<file path="src/design/sgew_pkg.sv">
`timescale 1ns / 1ps

package sgew_pkg;

  // Field and datapath widths.
  localparam int GAIN_IN_W   = 22;
  localparam int EXPO_W      = 16;
  localparam int ADDR_W      = 16;
  localparam int DATA_W      = 8;
  localparam int GAIN_W      = 18;
  localparam int LVL_W       = 14;
  localparam int ROW_W       = 5;
  localparam int NUM_W       = 20;
  localparam int DIG_W       = 14;
  localparam int UNIT_W      = 15;
  localparam int DIV_STEPS   = NUM_W;
  localparam int CNT_W       = $clog2(DIV_STEPS);

  // Table sizes.
  localparam int ROM_ROWS         = 29;
  localparam int GAIN_LEVELS_DEF  = 29;

  // Gain saturation limits (Q10).
  localparam logic [GAIN_IN_W-1:0] GAIN_MIN = 22'd1024;
  localparam logic [GAIN_IN_W-1:0] GAIN_MAX = 22'd131072;

  // Sensor register addresses.
  localparam logic [ADDR_W-1:0] ADDR_EXPO_HI = 16'h0d03;
  localparam logic [ADDR_W-1:0] ADDR_EXPO_LO = 16'h0d04;
  localparam logic [ADDR_W-1:0] ADDR_ANA0    = 16'h00d1;
  localparam logic [ADDR_W-1:0] ADDR_ANA1    = 16'h00d0;
  localparam logic [ADDR_W-1:0] ADDR_BANK    = 16'h031d;
  localparam logic [ADDR_W-1:0] ADDR_ANA2    = 16'h0dc1;
  localparam logic [ADDR_W-1:0] ADDR_ANA3    = 16'h0155;
  localparam logic [ADDR_W-1:0] ADDR_ANA4    = 16'h00b8;
  localparam logic [ADDR_W-1:0] ADDR_ANA5    = 16'h00b9;
  localparam logic [ADDR_W-1:0] ADDR_DIG_HI  = 16'h00b1;
  localparam logic [ADDR_W-1:0] ADDR_DIG_LO  = 16'h00b2;

  // Fixed data bytes for the bank select writes.
  localparam logic [DATA_W-1:0] BANK_OPEN  = 8'h2e;
  localparam logic [DATA_W-1:0] BANK_CLOSE = 8'h28;

  // Order of the register writes of one update.
  typedef enum logic [3:0] {
    STEP_EXPO_HI,
    STEP_EXPO_LO,
    STEP_ANA0,
    STEP_ANA1,
    STEP_BANK_OPEN,
    STEP_ANA2,
    STEP_BANK_CLOSE,
    STEP_ANA3,
    STEP_ANA4,
    STEP_ANA5,
    STEP_DIG_HI,
    STEP_DIG_LO
  } step_t;

  // Channel payloads.
  typedef struct packed {
    logic [GAIN_IN_W-1:0] gain_q10;
    logic [EXPO_W-1:0]    exposure_lines;
  } in_t;

  typedef struct packed {
    logic [ADDR_W-1:0] reg_addr;
    logic [DATA_W-1:0] reg_data;
    logic              last;
  } out_t;

  // Operands that the write formatter draws its data from.
  typedef struct packed {
    step_t             step;
    logic [EXPO_W-1:0] expo;
    logic [ROW_W-1:0]  row;
    logic [DIG_W-1:0]  dig;
  } wr_src_t;

  // Result of the shared subtractor.
  typedef struct packed {
    logic [UNIT_W-1:0] diff;
    logic              ge;
  } sub_res_t;

  // Ascending analog gain levels, 64 is unity.
  function automatic logic [LVL_W-1:0] level_at(input logic [ROW_W-1:0] r);
    logic [LVL_W-1:0] v;
    case (r)
      5'd0:    v = 14'd64;
      5'd1:    v = 14'd76;
      5'd2:    v = 14'd90;
      5'd3:    v = 14'd106;
      5'd4:    v = 14'd128;
      5'd5:    v = 14'd152;
      5'd6:    v = 14'd179;
      5'd7:    v = 14'd212;
      5'd8:    v = 14'd256;
      5'd9:    v = 14'd303;
      5'd10:   v = 14'd358;
      5'd11:   v = 14'd425;
      5'd12:   v = 14'd512;
      5'd13:   v = 14'd607;
      5'd14:   v = 14'd716;
      5'd15:   v = 14'd848;
      5'd16:   v = 14'd1024;
      5'd17:   v = 14'd1214;
      5'd18:   v = 14'd1434;
      5'd19:   v = 14'd1699;
      5'd20:   v = 14'd2048;
      5'd21:   v = 14'd2427;
      5'd22:   v = 14'd2865;
      5'd23:   v = 14'd3393;
      5'd24:   v = 14'd4096;
      5'd25:   v = 14'd4855;
      5'd26:   v = 14'd5730;
      5'd27:   v = 14'd6809;
      5'd28:   v = 14'd8192;
      default: v = 14'd8192;
    endcase
    return v;
  endfunction

  // Analog setting row; the first byte sits in the top bits.
  function automatic logic [6*DATA_W-1:0] setting_row(input logic [ROW_W-1:0] r);
    logic [6*DATA_W-1:0] v;
    case (r)
      5'd0:    v = 48'h00_00_00_80_01_00;
      5'd1:    v = 48'h0a_00_00_80_01_0b;
      5'd2:    v = 48'h00_01_00_80_01_19;
      5'd3:    v = 48'h0a_01_00_80_01_2a;
      5'd4:    v = 48'h00_02_00_80_02_00;
      5'd5:    v = 48'h0a_02_00_80_02_17;
      5'd6:    v = 48'h00_03_00_80_02_33;
      5'd7:    v = 48'h0a_03_00_80_03_14;
      5'd8:    v = 48'h00_04_00_90_04_00;
      5'd9:    v = 48'h0a_04_00_90_04_2f;
      5'd10:   v = 48'h00_05_00_90_05_26;
      5'd11:   v = 48'h0a_05_00_90_06_28;
      5'd12:   v = 48'h00_06_00_a0_08_00;
      5'd13:   v = 48'h0a_06_00_a0_09_1e;
      5'd14:   v = 48'h12_46_00_a0_0b_0c;
      5'd15:   v = 48'h19_66_00_a0_0d_10;
      5'd16:   v = 48'h00_04_01_a0_10_00;
      5'd17:   v = 48'h0a_04_01_a0_12_3d;
      5'd18:   v = 48'h00_05_01_b0_16_19;
      5'd19:   v = 48'h0a_05_01_c0_1a_23;
      5'd20:   v = 48'h00_06_01_c0_20_00;
      5'd21:   v = 48'h0a_06_01_c0_25_3b;
      5'd22:   v = 48'h12_46_01_c0_2c_30;
      5'd23:   v = 48'h19_66_01_d0_35_01;
      5'd24:   v = 48'h20_06_01_e0_3f_3f;
      5'd25:   v = 48'h25_06_01_e0_3f_3f;
      5'd26:   v = 48'h29_26_01_e0_3f_3f;
      5'd27:   v = 48'h2c_c6_01_f0_3f_3f;
      5'd28:   v = 48'h30_06_01_f0_3f_3f;
      default: v = 48'h00_00_00_00_00_00;
    endcase
    return v;
  endfunction

endpackage

</file>
<file path="src/design/sgew_sub_unit.sv">
`timescale 1ns / 1ps

module sgew_sub_unit
  import sgew_pkg::*;
(
  input  logic [UNIT_W-1:0] a,
  input  logic [UNIT_W-1:0] b,
  output sub_res_t          res
);

  logic [UNIT_W:0] wide;

  // One subtract serves both the level compare and the divider step.
  // The borrow out says whether a is below b.
  assign wide     = {1'b0, a} - {1'b0, b};
  assign res.diff = wide[UNIT_W-1:0];
  assign res.ge   = ~wide[UNIT_W];

endmodule

</file>
<file path="src/design/sgew_write_fmt.sv">
`timescale 1ns / 1ps

module sgew_write_fmt
  import sgew_pkg::*;
(
  input  wr_src_t           src,
  output logic [ADDR_W-1:0] reg_addr,
  output logic [DATA_W-1:0] reg_data
);

  logic [6*DATA_W-1:0] row_bytes;

  assign row_bytes = setting_row(src.row);

  // Map the current write of the sequence to its address and byte.
  always_comb begin
    case (src.step)
      STEP_EXPO_HI: begin
        reg_addr = ADDR_EXPO_HI;
        reg_data = src.expo[EXPO_W-1:DATA_W];
      end
      STEP_EXPO_LO: begin
        reg_addr = ADDR_EXPO_LO;
        reg_data = src.expo[DATA_W-1:0];
      end
      STEP_ANA0: begin
        reg_addr = ADDR_ANA0;
        reg_data = row_bytes[47:40];
      end
      STEP_ANA1: begin
        reg_addr = ADDR_ANA1;
        reg_data = row_bytes[39:32];
      end
      STEP_BANK_OPEN: begin
        reg_addr = ADDR_BANK;
        reg_data = BANK_OPEN;
      end
      STEP_ANA2: begin
        reg_addr = ADDR_ANA2;
        reg_data = row_bytes[31:24];
      end
      STEP_BANK_CLOSE: begin
        reg_addr = ADDR_BANK;
        reg_data = BANK_CLOSE;
      end
      STEP_ANA3: begin
        reg_addr = ADDR_ANA3;
        reg_data = row_bytes[23:16];
      end
      STEP_ANA4: begin
        reg_addr = ADDR_ANA4;
        reg_data = row_bytes[15:8];
      end
      STEP_ANA5: begin
        reg_addr = ADDR_ANA5;
        reg_data = row_bytes[7:0];
      end
      STEP_DIG_HI: begin
        reg_addr = ADDR_DIG_HI;
        reg_data = src.dig[DIG_W-1:6];
      end
      STEP_DIG_LO: begin
        reg_addr = ADDR_DIG_LO;
        reg_data = {src.dig[5:0], 2'b00};
      end
      default: begin
        reg_addr = '0;
        reg_data = '0;
      end
    endcase
  end

endmodule

</file>
<file path="src/design/sensor_gain_exposure_writer.sv">
`timescale 1ns / 1ps

// Turns one auto-exposure update (Q10 total gain and exposure line count) into
// a run of sensor register writes, one write per output transfer, with last
// set on the final write of the update. A changed exposure gives two writes;
// a changed saturated gain gives ten more. An update that changes the gain is
// accepted, then searched against the first min(GAIN_LEVELS, 29) table levels
// and put through a restoring division of the 20-bit level numerator, both on
// one shared subtractor, then gives one write per cycle while the output side
// keeps up. An update with only an exposure change goes from its accept
// straight to its writes, and one that changes nothing is done in its accept
// cycle. The input is not ready while an update is being worked on; the last
// write may still wait in the output register while the next update is taken.
module sensor_gain_exposure_writer
  import sgew_pkg::*;
#(
  parameter int GAIN_LEVELS = GAIN_LEVELS_DEF
) (
  input  logic clk,
  input  logic rst_n,
  input  logic in_valid,
  output logic in_ready,
  input  in_t  in_data,
  output logic out_valid,
  input  logic out_ready,
  output out_t out_data
);

  localparam int SEARCH_N = (GAIN_LEVELS < ROM_ROWS) ? GAIN_LEVELS : ROM_ROWS;
  localparam int IDX_W    = (SEARCH_N > 1) ? $clog2(SEARCH_N) : 1;

  typedef enum logic [1:0] {
    ST_IDLE,
    ST_SEARCH,
    ST_DIV,
    ST_EMIT
  } state_t;

  state_t              state_r, state_nxt;
  logic                gain_chg_r, gain_chg_nxt;
  logic                expo_chg_r, expo_chg_nxt;
  logic [EXPO_W-1:0]   expo_r, expo_nxt;
  logic [LVL_W-1:0]    lvl_r, lvl_nxt;
  logic [IDX_W-1:0]    idx_r, idx_nxt;
  logic [ROW_W-1:0]    row_r, row_nxt;
  logic [DIG_W-1:0]    rem_r, rem_nxt;
  logic [NUM_W-1:0]    num_r, num_nxt;
  logic [DIG_W-1:0]    quo_r, quo_nxt;
  logic [CNT_W-1:0]    cnt_r, cnt_nxt;
  step_t               step_r, step_nxt;
  logic                out_valid_r, out_valid_nxt;
  out_t                out_data_r, out_data_nxt;
  logic [GAIN_W-1:0]   last_gain_r, last_gain_nxt;
  logic [EXPO_W:0]     last_expo_r, last_expo_nxt;

  logic                in_xfer;
  logic [GAIN_W-1:0]   gain_sat;
  logic [UNIT_W-1:0]   unit_a;
  logic [UNIT_W-1:0]   unit_b;
  sub_res_t            unit_res;
  wr_src_t             wr_src;
  logic [ADDR_W-1:0]   wr_addr;
  logic [DATA_W-1:0]   wr_data;
  logic                wr_last;

  assign in_ready  = (state_r == ST_IDLE);
  assign in_xfer   = in_valid && in_ready;
  assign out_valid = out_valid_r;
  assign out_data  = out_data_r;

  // Saturate the requested gain to the supported range.
  always_comb begin
    if (in_data.gain_q10 < GAIN_MIN) begin
      gain_sat = GAIN_W'(GAIN_MIN);
    end else if (in_data.gain_q10 > GAIN_MAX) begin
      gain_sat = GAIN_W'(GAIN_MAX);
    end else begin
      gain_sat = in_data.gain_q10[GAIN_W-1:0];
    end
  end

  // Operand select for the shared subtractor: level compare or divider step.
  always_comb begin
    if (state_r == ST_SEARCH) begin
      unit_a = UNIT_W'(lvl_r);
      unit_b = UNIT_W'(level_at(ROW_W'(idx_r)));
    end else begin
      unit_a = {rem_r, num_r[NUM_W-1]};
      unit_b = UNIT_W'(level_at(row_r));
    end
  end

  sgew_sub_unit u_sub (
    .a   (unit_a),
    .b   (unit_b),
    .res (unit_res)
  );

  // Write formatter for the current step.
  assign wr_src.step = step_r;
  assign wr_src.expo = expo_r;
  assign wr_src.row  = row_r;
  assign wr_src.dig  = quo_r;

  sgew_write_fmt u_fmt (
    .src      (wr_src),
    .reg_addr (wr_addr),
    .reg_data (wr_data)
  );

  assign wr_last = (step_r == STEP_DIG_LO) || ((step_r == STEP_EXPO_LO) && !gain_chg_r);

  // Sequencer: accept, search the level table and divide on a gain change, then emit the writes.
  always_comb begin
    state_nxt     = state_r;
    gain_chg_nxt  = gain_chg_r;
    expo_chg_nxt  = expo_chg_r;
    expo_nxt      = expo_r;
    lvl_nxt       = lvl_r;
    idx_nxt       = idx_r;
    row_nxt       = row_r;
    rem_nxt       = rem_r;
    num_nxt       = num_r;
    quo_nxt       = quo_r;
    cnt_nxt       = cnt_r;
    step_nxt      = step_r;
    out_valid_nxt = out_valid_r && !out_ready;
    out_data_nxt  = out_data_r;
    last_gain_nxt = last_gain_r;
    last_expo_nxt = last_expo_r;

    case (state_r)
      ST_IDLE: begin
        if (in_xfer) begin
          expo_nxt      = in_data.exposure_lines;
          lvl_nxt       = gain_sat[GAIN_W-1:4];
          expo_chg_nxt  = ({1'b0, in_data.exposure_lines} != last_expo_r);
          gain_chg_nxt  = (gain_sat != last_gain_r);
          last_expo_nxt = {1'b0, in_data.exposure_lines};
          last_gain_nxt = gain_sat;
          idx_nxt       = '0;
          row_nxt       = '0;
          step_nxt      = STEP_EXPO_HI;
          if (gain_sat != last_gain_r) begin
            state_nxt = ST_SEARCH;
          end else if ({1'b0, in_data.exposure_lines} != last_expo_r) begin
            state_nxt = ST_EMIT;
          end
        end
      end
      ST_SEARCH: begin
        // Keep the highest table level that does not exceed the gain level.
        if (unit_res.ge) begin
          row_nxt = ROW_W'(idx_r);
        end
        if (idx_r == IDX_W'(SEARCH_N - 1)) begin
          state_nxt = ST_DIV;
          cnt_nxt   = '0;
          rem_nxt   = '0;
          quo_nxt   = '0;
          num_nxt   = {lvl_r, 6'b000000};
        end else begin
          idx_nxt = idx_r + 1'b1;
        end
      end
      ST_DIV: begin
        // One restoring division step per cycle, numerator MSB first.
        num_nxt = {num_r[NUM_W-2:0], 1'b0};
        if (unit_res.ge) begin
          rem_nxt = unit_res.diff[DIG_W-1:0];
          quo_nxt = {quo_r[DIG_W-2:0], 1'b1};
        end else begin
          rem_nxt = unit_a[DIG_W-1:0];
          quo_nxt = {quo_r[DIG_W-2:0], 1'b0};
        end
        if (cnt_r == CNT_W'(DIV_STEPS - 1)) begin
          state_nxt = ST_EMIT;
          step_nxt  = expo_chg_r ? STEP_EXPO_HI : STEP_ANA0;
        end else begin
          cnt_nxt = cnt_r + 1'b1;
        end
      end
      ST_EMIT: begin
        // Load the next write whenever the output register is free.
        if (!out_valid_r || out_ready) begin
          out_valid_nxt         = 1'b1;
          out_data_nxt.reg_addr = wr_addr;
          out_data_nxt.reg_data = wr_data;
          out_data_nxt.last     = wr_last;
          if (wr_last) begin
            state_nxt = ST_IDLE;
          end else begin
            step_nxt = step_t'(step_r + 1'b1);
          end
        end
      end
      default: begin
        state_nxt = ST_IDLE;
      end
    endcase
  end

  // State and registered outputs.
  always_ff @(posedge clk) begin
    if (!rst_n) begin
      state_r     <= ST_IDLE;
      out_valid_r <= 1'b0;
      last_gain_r <= '1;
      last_expo_r <= '1;
      gain_chg_r  <= 1'b0;
      expo_chg_r  <= 1'b0;
      step_r      <= STEP_EXPO_HI;
    end else begin
      state_r     <= state_nxt;
      out_valid_r <= out_valid_nxt;
      last_gain_r <= last_gain_nxt;
      last_expo_r <= last_expo_nxt;
      gain_chg_r  <= gain_chg_nxt;
      expo_chg_r  <= expo_chg_nxt;
      step_r      <= step_nxt;
    end
    expo_r     <= expo_nxt;
    lvl_r      <= lvl_nxt;
    idx_r      <= idx_nxt;
    row_r      <= row_nxt;
    rem_r      <= rem_nxt;
    num_r      <= num_nxt;
    quo_r      <= quo_nxt;
    cnt_r      <= cnt_nxt;
    out_data_r <= out_data_nxt;
  end

endmodule
</file>
<file path="config.mk">
export PLATFORM = sky130hd
export DESIGN_NAME = sensor_gain_exposure_writer
export DESIGN_NICKNAME = d
export VERILOG_FILES = /design/src/design/sgew_pkg.sv /design/src/design/sgew_sub_unit.sv /design/src/design/sgew_write_fmt.sv /design/src/design/sensor_gain_exposure_writer.sv
export SDC_FILE = /design/constraint.sdc
export NUM_CORES = 1
export LEC_CHECK = 0
export BUFFER_PORTS_ARGS = -buffer_cell sky130_fd_sc_hd__buf_4
export CAP_MARGIN = 20
export CORE_ASPECT_RATIO = 1.5
export CORE_MARGIN = 2
export CORE_UTILIZATION = 42
export DETAILED_ROUTE_END_ITERATION = 6
export SLEW_MARGIN = 0
export SYNTH_ARGS = -nofsm -noshare
export SYNTH_HDL_FRONTEND = slang
export SYNTH_SLANG_ARGS = --single-unit
</file>
<file path="constraint.sdc">
create_clock -name clk -period 5.8 [get_ports clk]
set_clock_uncertainty 0.15 [all_clocks]
set_input_delay 1.16 -clock clk [delete_from_list [all_inputs] [get_ports clk]]
set_output_delay 1.16 -clock clk [all_outputs]
set_load 0.005 [all_outputs]
</file>
==> impl_metrics.ini, run 1 <==
[route]
vias_per_cell = 5.64
drt_iter0_markers = 571
wl_um = 28200
ant_nets = 0
num_vias = 8168
drt_first_pass_iters = 5
wire_per_inst_um = 19.5
post-route-drc-count = 0

[pwr]
total_power_mw = 7.60
peakVddDrop_mv = 0.291
leakagePower_nw = 4.70
powerDensity_nw_per_um2 = 627

[logic_synthesis]
yosys.area.top_type = edfxtp_1
synth_commonest_cells = nand2_1 (129), edfxtp_1 (107), dfxtp_1 (101)
synth_top_area_share = 0.303
syn_area_per_cell_um2 = 9.97
yosys_warnings = 0
synthCells = 1063
yosysMostFrequentCell = nand2_1
synth_edf_count = 107
yosysUniqueCellTypes = 79
yosys_register_bits = 208
ys_seq_area_frac = 0.494
netlist_top_cells_area = edfxtp_1 (30%), dfxtp_1 (19%), nand2_1 (4.6%)
async_flop_share = 0
synth.cell_area_um2 = 10600
synth_ff_type = edfxtp_1

[flow_run]
maxCapViolCount = 0

[placed_design]
globalplace.congestion = 0.917
hpwlAfterDp_um = 20200
place_area_um2 = 11300
placement.io_buffers = 64

[critical_path]
endpoint_kind = register
cp.arrival_ns = 5.22
path_cells = inv_1 -> ha_1 -> buf_4 -> mux2i_1 -> inv_1 -> ha_1 -> nor2b_1 -> o31ai_1 -> a21oi_2 -> o211a_4 -> o21ai_4 -> o22a_2 -> inv_2 -> ha_1 -> mux2_2 -> a221oi_1 -> a21oi_1
required_ns = 6.04
start_kind = register
worst-path-buf-inv = 4
regToRegSetupSlack_ns = 0.82
critPathSlowestCell = buf_4
crit_fanout = 36
r2r_cells = 17
cp_top_family = compound AO/OA/AOI/OAI gates
crit_path_max_incr_delay_ns = 0.43
worstSetupPathType = register to register
path_common_cell = ha_1
r2r-start = state_r[1]$_SDFFE_PN0P_

[global_route]
antenna_found_initial = 0
grt_pass1_vias = 7955
gr-total-overflow = 0
grt_max_degree = 64
track_usage = 0.214
grt_pass1_wl_um = 44300

[hold_path]
hold_end = last_expo_r[16]$_SDFFE_PN1P_
hp-start = last_expo_r[16]$_SDFFE_PN1P_
worstHoldPathType = register to register
min_path_cells = 2

[floorplanning]
core_um2 = 25000
initial_core_util = 0.425
die_w_um = 134
num_rows = 71
die_height_um = 199
dieArea_um2 = 26600
io_pins = 69

[clocking]
insertion_delay_ns = 0.52
ctsResizeCount = 0
post_cts_buffers = 0
clk_path_buf_depth = 3
cts_tree = yes
holdBufCountCts = 0
cts_num_sinks = 208
h-tree-depth = 1
clk_pin_slew_worst_paths_ns = 0.06
cts-root-buf = clkbuf_16
cts_buffers = 22

[final_layout]
drive_above_1_share = 0.164
multi_input_area_um2 = 4920
seqCellArea_um2 = 5240
syn_to_final_growth_pct = 14.4
num_antenna_cells = 0
nFillCells = 2321
design_area_um2 = 12100
finalNetCount = 1181

[timing]
max_slew_margin = 0.277
layout_min_cycle_time_ns = 4.98
whs_ns = 0.307
worst_pin_slew_ns = 1.08
rsz0062_at_grt = false
fmax_mhz = 201
fin_crit_sh = 0.858
drv_slew = 0
tns_ns = 0
hold_viol = 0
final-setup-viol-count = 0

[outcome]
status = finished, final reports clean
[cell type report]
| type | instances | area share |
|---|---|---|
| Multi-Input combinational cell | 749 | 0.405 |
| Timing Repair Buffer | 80 | 0.0495 |
| Tap cell | 328 | 0.0338 |
| Clock inverter | 13 | 0.0178 |
| Inverter | 43 | 0.0133 |
| Sequential cell | 208 | 0.432 |
| Clock buffer | 27 | 0.0487 |
[placed cells by master, fill, tap and decap left out, types with 6 or more instances in the layout]
cell type and count:
clkbuf_16 23, buf_4 80, inv_1 36, nor2b_1 12, mux2i_1 27, a221oi_1 13, xor2_1 22, a21o_1 7
xnor2_1 13, nand2b_1 7, nand2_1 129, nand3_1 50, o21ai_0 40, a31oi_1 11, a21oi_1 57, o21a_1 12
a222oi_1 9, nor3_1 21, and2_1 29, dfxtp_1 101, nor4_1 7, nand4_1 8, bufinv_16 6, a211oi_1 10
nor2_1 74, o211ai_1 18, edfxtp_1 107, ha_1 34, a22oi_1 10, mux2_2 33, o22ai_1 13
[where the power goes]
part | switching (mW) | internal [mW]
clock | 0.593 | 0.992
sequential | 0.243 | 2.09
combinational | 2.29 | 1.39
[routing by layer]
layer | vias to the layer above | track usage | routed length [µm]
met5 | - | 0 | 0
met4 | 0 | 0.0753 | 809
met3 | 46 | 0.0252 | 1480
met2 | 269 | 0.374 | 14200
met1 | 3899 | 0.272 | 11800
li1 | 3954 | - | -
[kinds of logic after synthesis]
kind of cell,count (synthesis),synth area share
and+or+nand+nor,360,0.160
AOI/OAI and AO/OA,255,0.171
DFF,208,0.494
buffers and inverters,109,0.0438
muxes,60,0.0605
adders and majority gates,35,0.0420
xor gates and xnor gates,35,0.0289
other,1,0.000354
[worst max path at each step]
stage,slack [ns],endpoint,cells after the start,from
3_5_place_dp,0.90,register,17,state_r[1]$_SDFFE_PN0P_
6_report,0.82,register,17,state_r[1]$_SDFFE_PN0P_
3_3_place_gp,1.01,register,17,state_r[1]$_SDFFE_PN0P_
5_1_grt,0.41,u_fmt.row_bytes[5]$_DFF_P_,18,state_r[1]$_SDFFE_PN0P_
4_1_cts,0.88,register,18,state_r[1]$_SDFFE_PN0P_
2_1_floorplan,0.66,register,21,state_r[1]$_SDFFE_PN0P_
[metrics by stage]
step / setup slack, ns / instances / utilization
finish: 0.824 / 1448 / 0.486
global route: 0.413 / 1448 / 0.486
CTS: 0.876 / 1447 / 0.486
detailed placement: 0.899 / 1407 / 0.453
global placement: 1.01 / 1407 / 0.453
floorplan: 0.657 / 1066 / -
[worst register-to-register path, cell delays in order (launching register included)]
cell and delay, ns:
dfxtp_1 0.33, inv_1 0.10, ha_1 0.15, buf_4 0.43, mux2i_1 0.36, inv_1 0.10
ha_1 0.30, nor2b_1 0.16, o31ai_1 0.33, a21oi_2 0.13, o211a_4 0.29, o21ai_4 0.43
o22a_2 0.37, inv_2 0.16, ha_1 0.40, mux2_2 0.33, a221oi_1 0.26, a21oi_1 0.07
(Power assumes the default switching activity.)
==> run 2, diff against run 1 <==
Settings changed: SYNTH_HIERARCHICAL set to 1.
==> run 2 against run 1 <==
  * Critical path depth grew 1
  * Via count grew 3.2%
  * First-iteration DRC count grew 2.8%
  * Clock power shrank 22%
  * Highest routed layer unchanged
  * Worst hold slack lost 0.0090 ns
  * Utilization shrank 0.69 points
  * Synthesized area grew 3.4%
  * Clock-buffer cell count shrank 8
  * Sequential share of layout area shrank 4.2 points
  * Sequential power shrank 11%
  * Die area grew 3.3%
  * Total power shrank 11%
==> impl_metrics.ini, run 2 <==
[outcome]
status = finished, final reports clean

[floorplanning]
core_um2 = 25800
num_rows = 72
die_height_um = 202
die_w_um = 136
dieArea_um2 = 27400
initial_core_util = 0.425
io_pins = 69

[global_route]
grt_pass1_vias = 8125
gr-total-overflow = 0
antenna_found_initial = 0
grt_pass1_wl_um = 42800
grt_max_degree = 45
track_usage = 0.197

[route]
num_vias = 8427
wire_per_inst_um = 17.5
routed-wl-met3_um = 756
wl_met1_um = 10900
vias_per_cell = 5.56
post-route-drc-count = 0
wl_met2_um = 14100
wl_um = 26500
top_layer = met4
drt_iter0_markers = 587
ant_nets = 0
drt_first_pass_iters = 5

[final_layout]
num_antenna_cells = 0
final_core_util = 0.479
final_cell_mix = nand2_1 (140), edfxtp_1 (112), buf_4 (89)
design_area_um2 = 12300
nFillCells = 2475
drive_above_1_share = 0.185
finalNetCount = 1252
final_common_cell = nand2_1
finalNonFillerCells = 1517
syn_to_final_growth_pct = 12.6

[placed_design]
place_inst = 1485
hpwlAfterDp_um = 18900
placement.io_buffers = 68
dpl_worst_slack_ns = 0.702
globalplace.congestion = 0.911
place_area_um2 = 11700

[critical_path]
crit_fanout = 29
endpoint_kind = register
worstSetupPathType = register to register
cp_top_family = compound AO/OA/AOI/OAI gates
cp.arrival_ns = 5.25
crit_path_max_incr_delay_ns = 0.64
path_common_cell = inv_1
path_cells = inv_1 -> ha_2 -> mux2_2 -> ha_1 -> nor2b_4 -> o211ai_1 -> a31oi_2 -> a211oi_2 -> o21ai_0 -> inv_1 -> a21oi_1 -> mux2i_1 -> inv_1 -> ha_1 -> nand2_1 -> o21ai_0 -> a22oi_1 -> a21oi_1
start_kind = register
critPathSlowestCell = ha_2
worst-path-buf-inv = 3
required_ns = 5.94

[clocking]
cts_tree = yes
cts_buffers = 17
clk_path_buf_depth = 2
holdBufCountCts = 0
cts-root-buf = clkbuf_16
ctsResizeCount = 0
post_cts_buffers = 0
h-tree-depth = 4
cts_num_sinks = 184
insertion_delay_ns = 0.44
clk_pin_slew_worst_paths_ns = 0.07

[logic_synthesis]
yosys_warnings = 6
syn_area_per_cell_um2 = 9.68
synth.cell_area_um2 = 11000
synthCells = 1132

[timing]
postLayoutSetupSlackWorst_ns = 0.691
max_slew_margin = 0.294
rsz0062_at_grt = false
worst_pin_slew_ns = 1.03
drv_slew = 0
layout_min_cycle_time_ns = 5.11
whs_ns = 0.298
fmax_mhz = 196
final-setup-viol-count = 0
fin_crit_sh = 0.881
tns_ns = 0
hold_viol = 0

[pwr]
combPwrFrac = 0.513
internal_power_mw = 3.88
switching_share = 0.427
leakagePower_nw = 4.78
powerDensity_nw_per_um2 = 549
p_sw_mw = 2.90
pwr-share-seq = 0.305
p_clk_frac = 0.182
total_power_mw = 6.78
peakVddDrop_mv = 0.239

[flow_run]
maxCapViolCount = 0

[hold_path]
worstHoldPathType = register to register
run 2: path summary, 6_finish.rpt:
path                                startpoint                            to  slack, ns  cells after the start
setup / recovery       state_r[1]$_SDFFE_PN0P_                      register       0.69                     18
hold / removal    last_expo_r[16]$_SDFFE_PN1P_  last_expo_r[16]$_SDFFE_PN1P_       0.30                      2
setup reg to reg       state_r[1]$_SDFFE_PN0P_                      register       0.69                     18
hold reg to reg   last_expo_r[16]$_SDFFE_PN1P_  last_expo_r[16]$_SDFFE_PN1P_       0.30                      2
run 2: metal layers:
metal | vias up | GRT usage
met5 | - | 0
met4 | 0 | 0.0785
met3 | 50 | 0.0281
met2 | 184 | 0.359
met1 | 4016 | 0.229
li1 | 4177 | -
run 2: final cells by class:
class	count	area, µm²	share of cell area
Inverter	53	201	0.0163
Clock inverter	13	174	0.0141
Clock buffer	19	464	0.0376
Tap cell	333	417	0.0338
Multi-Input combinational cell	825	5600	0.454
Sequential cell	184	4800	0.389
Timing Repair Buffer	90	683	0.0553
run 2: power by group through the flow:
| stage | registers (mW) | clock network, mW | logic, mW |
|---|---|---|---|
| 6_report | 2.07 | 1.23 | 3.48 |
| 4_1_cts | 2.07 | 1.26 | 3.48 |
| 3_5_place_dp | 2.10 | 0 | 3.46 |
| 2_1_floorplan | 1.98 | 0 | 2.74 |
| 3_3_place_gp | 2.10 | 0 | 3.44 |
| 5_1_grt | 2.11 | 1.30 | 3.88 |
run 2: worst reg2reg max path, delay by kind of cell (launching register included):
family                   cells  cell delay (ns)
AO/OA/AOI/OAI                8             1.67
adder cells (fa/ha/maj)      3             1.23
buffers and inverters        3             0.32
flip-flops                   1             0.34
multiplexers                 2             1.01
AND/OR/NAND/NOR              2             0.25
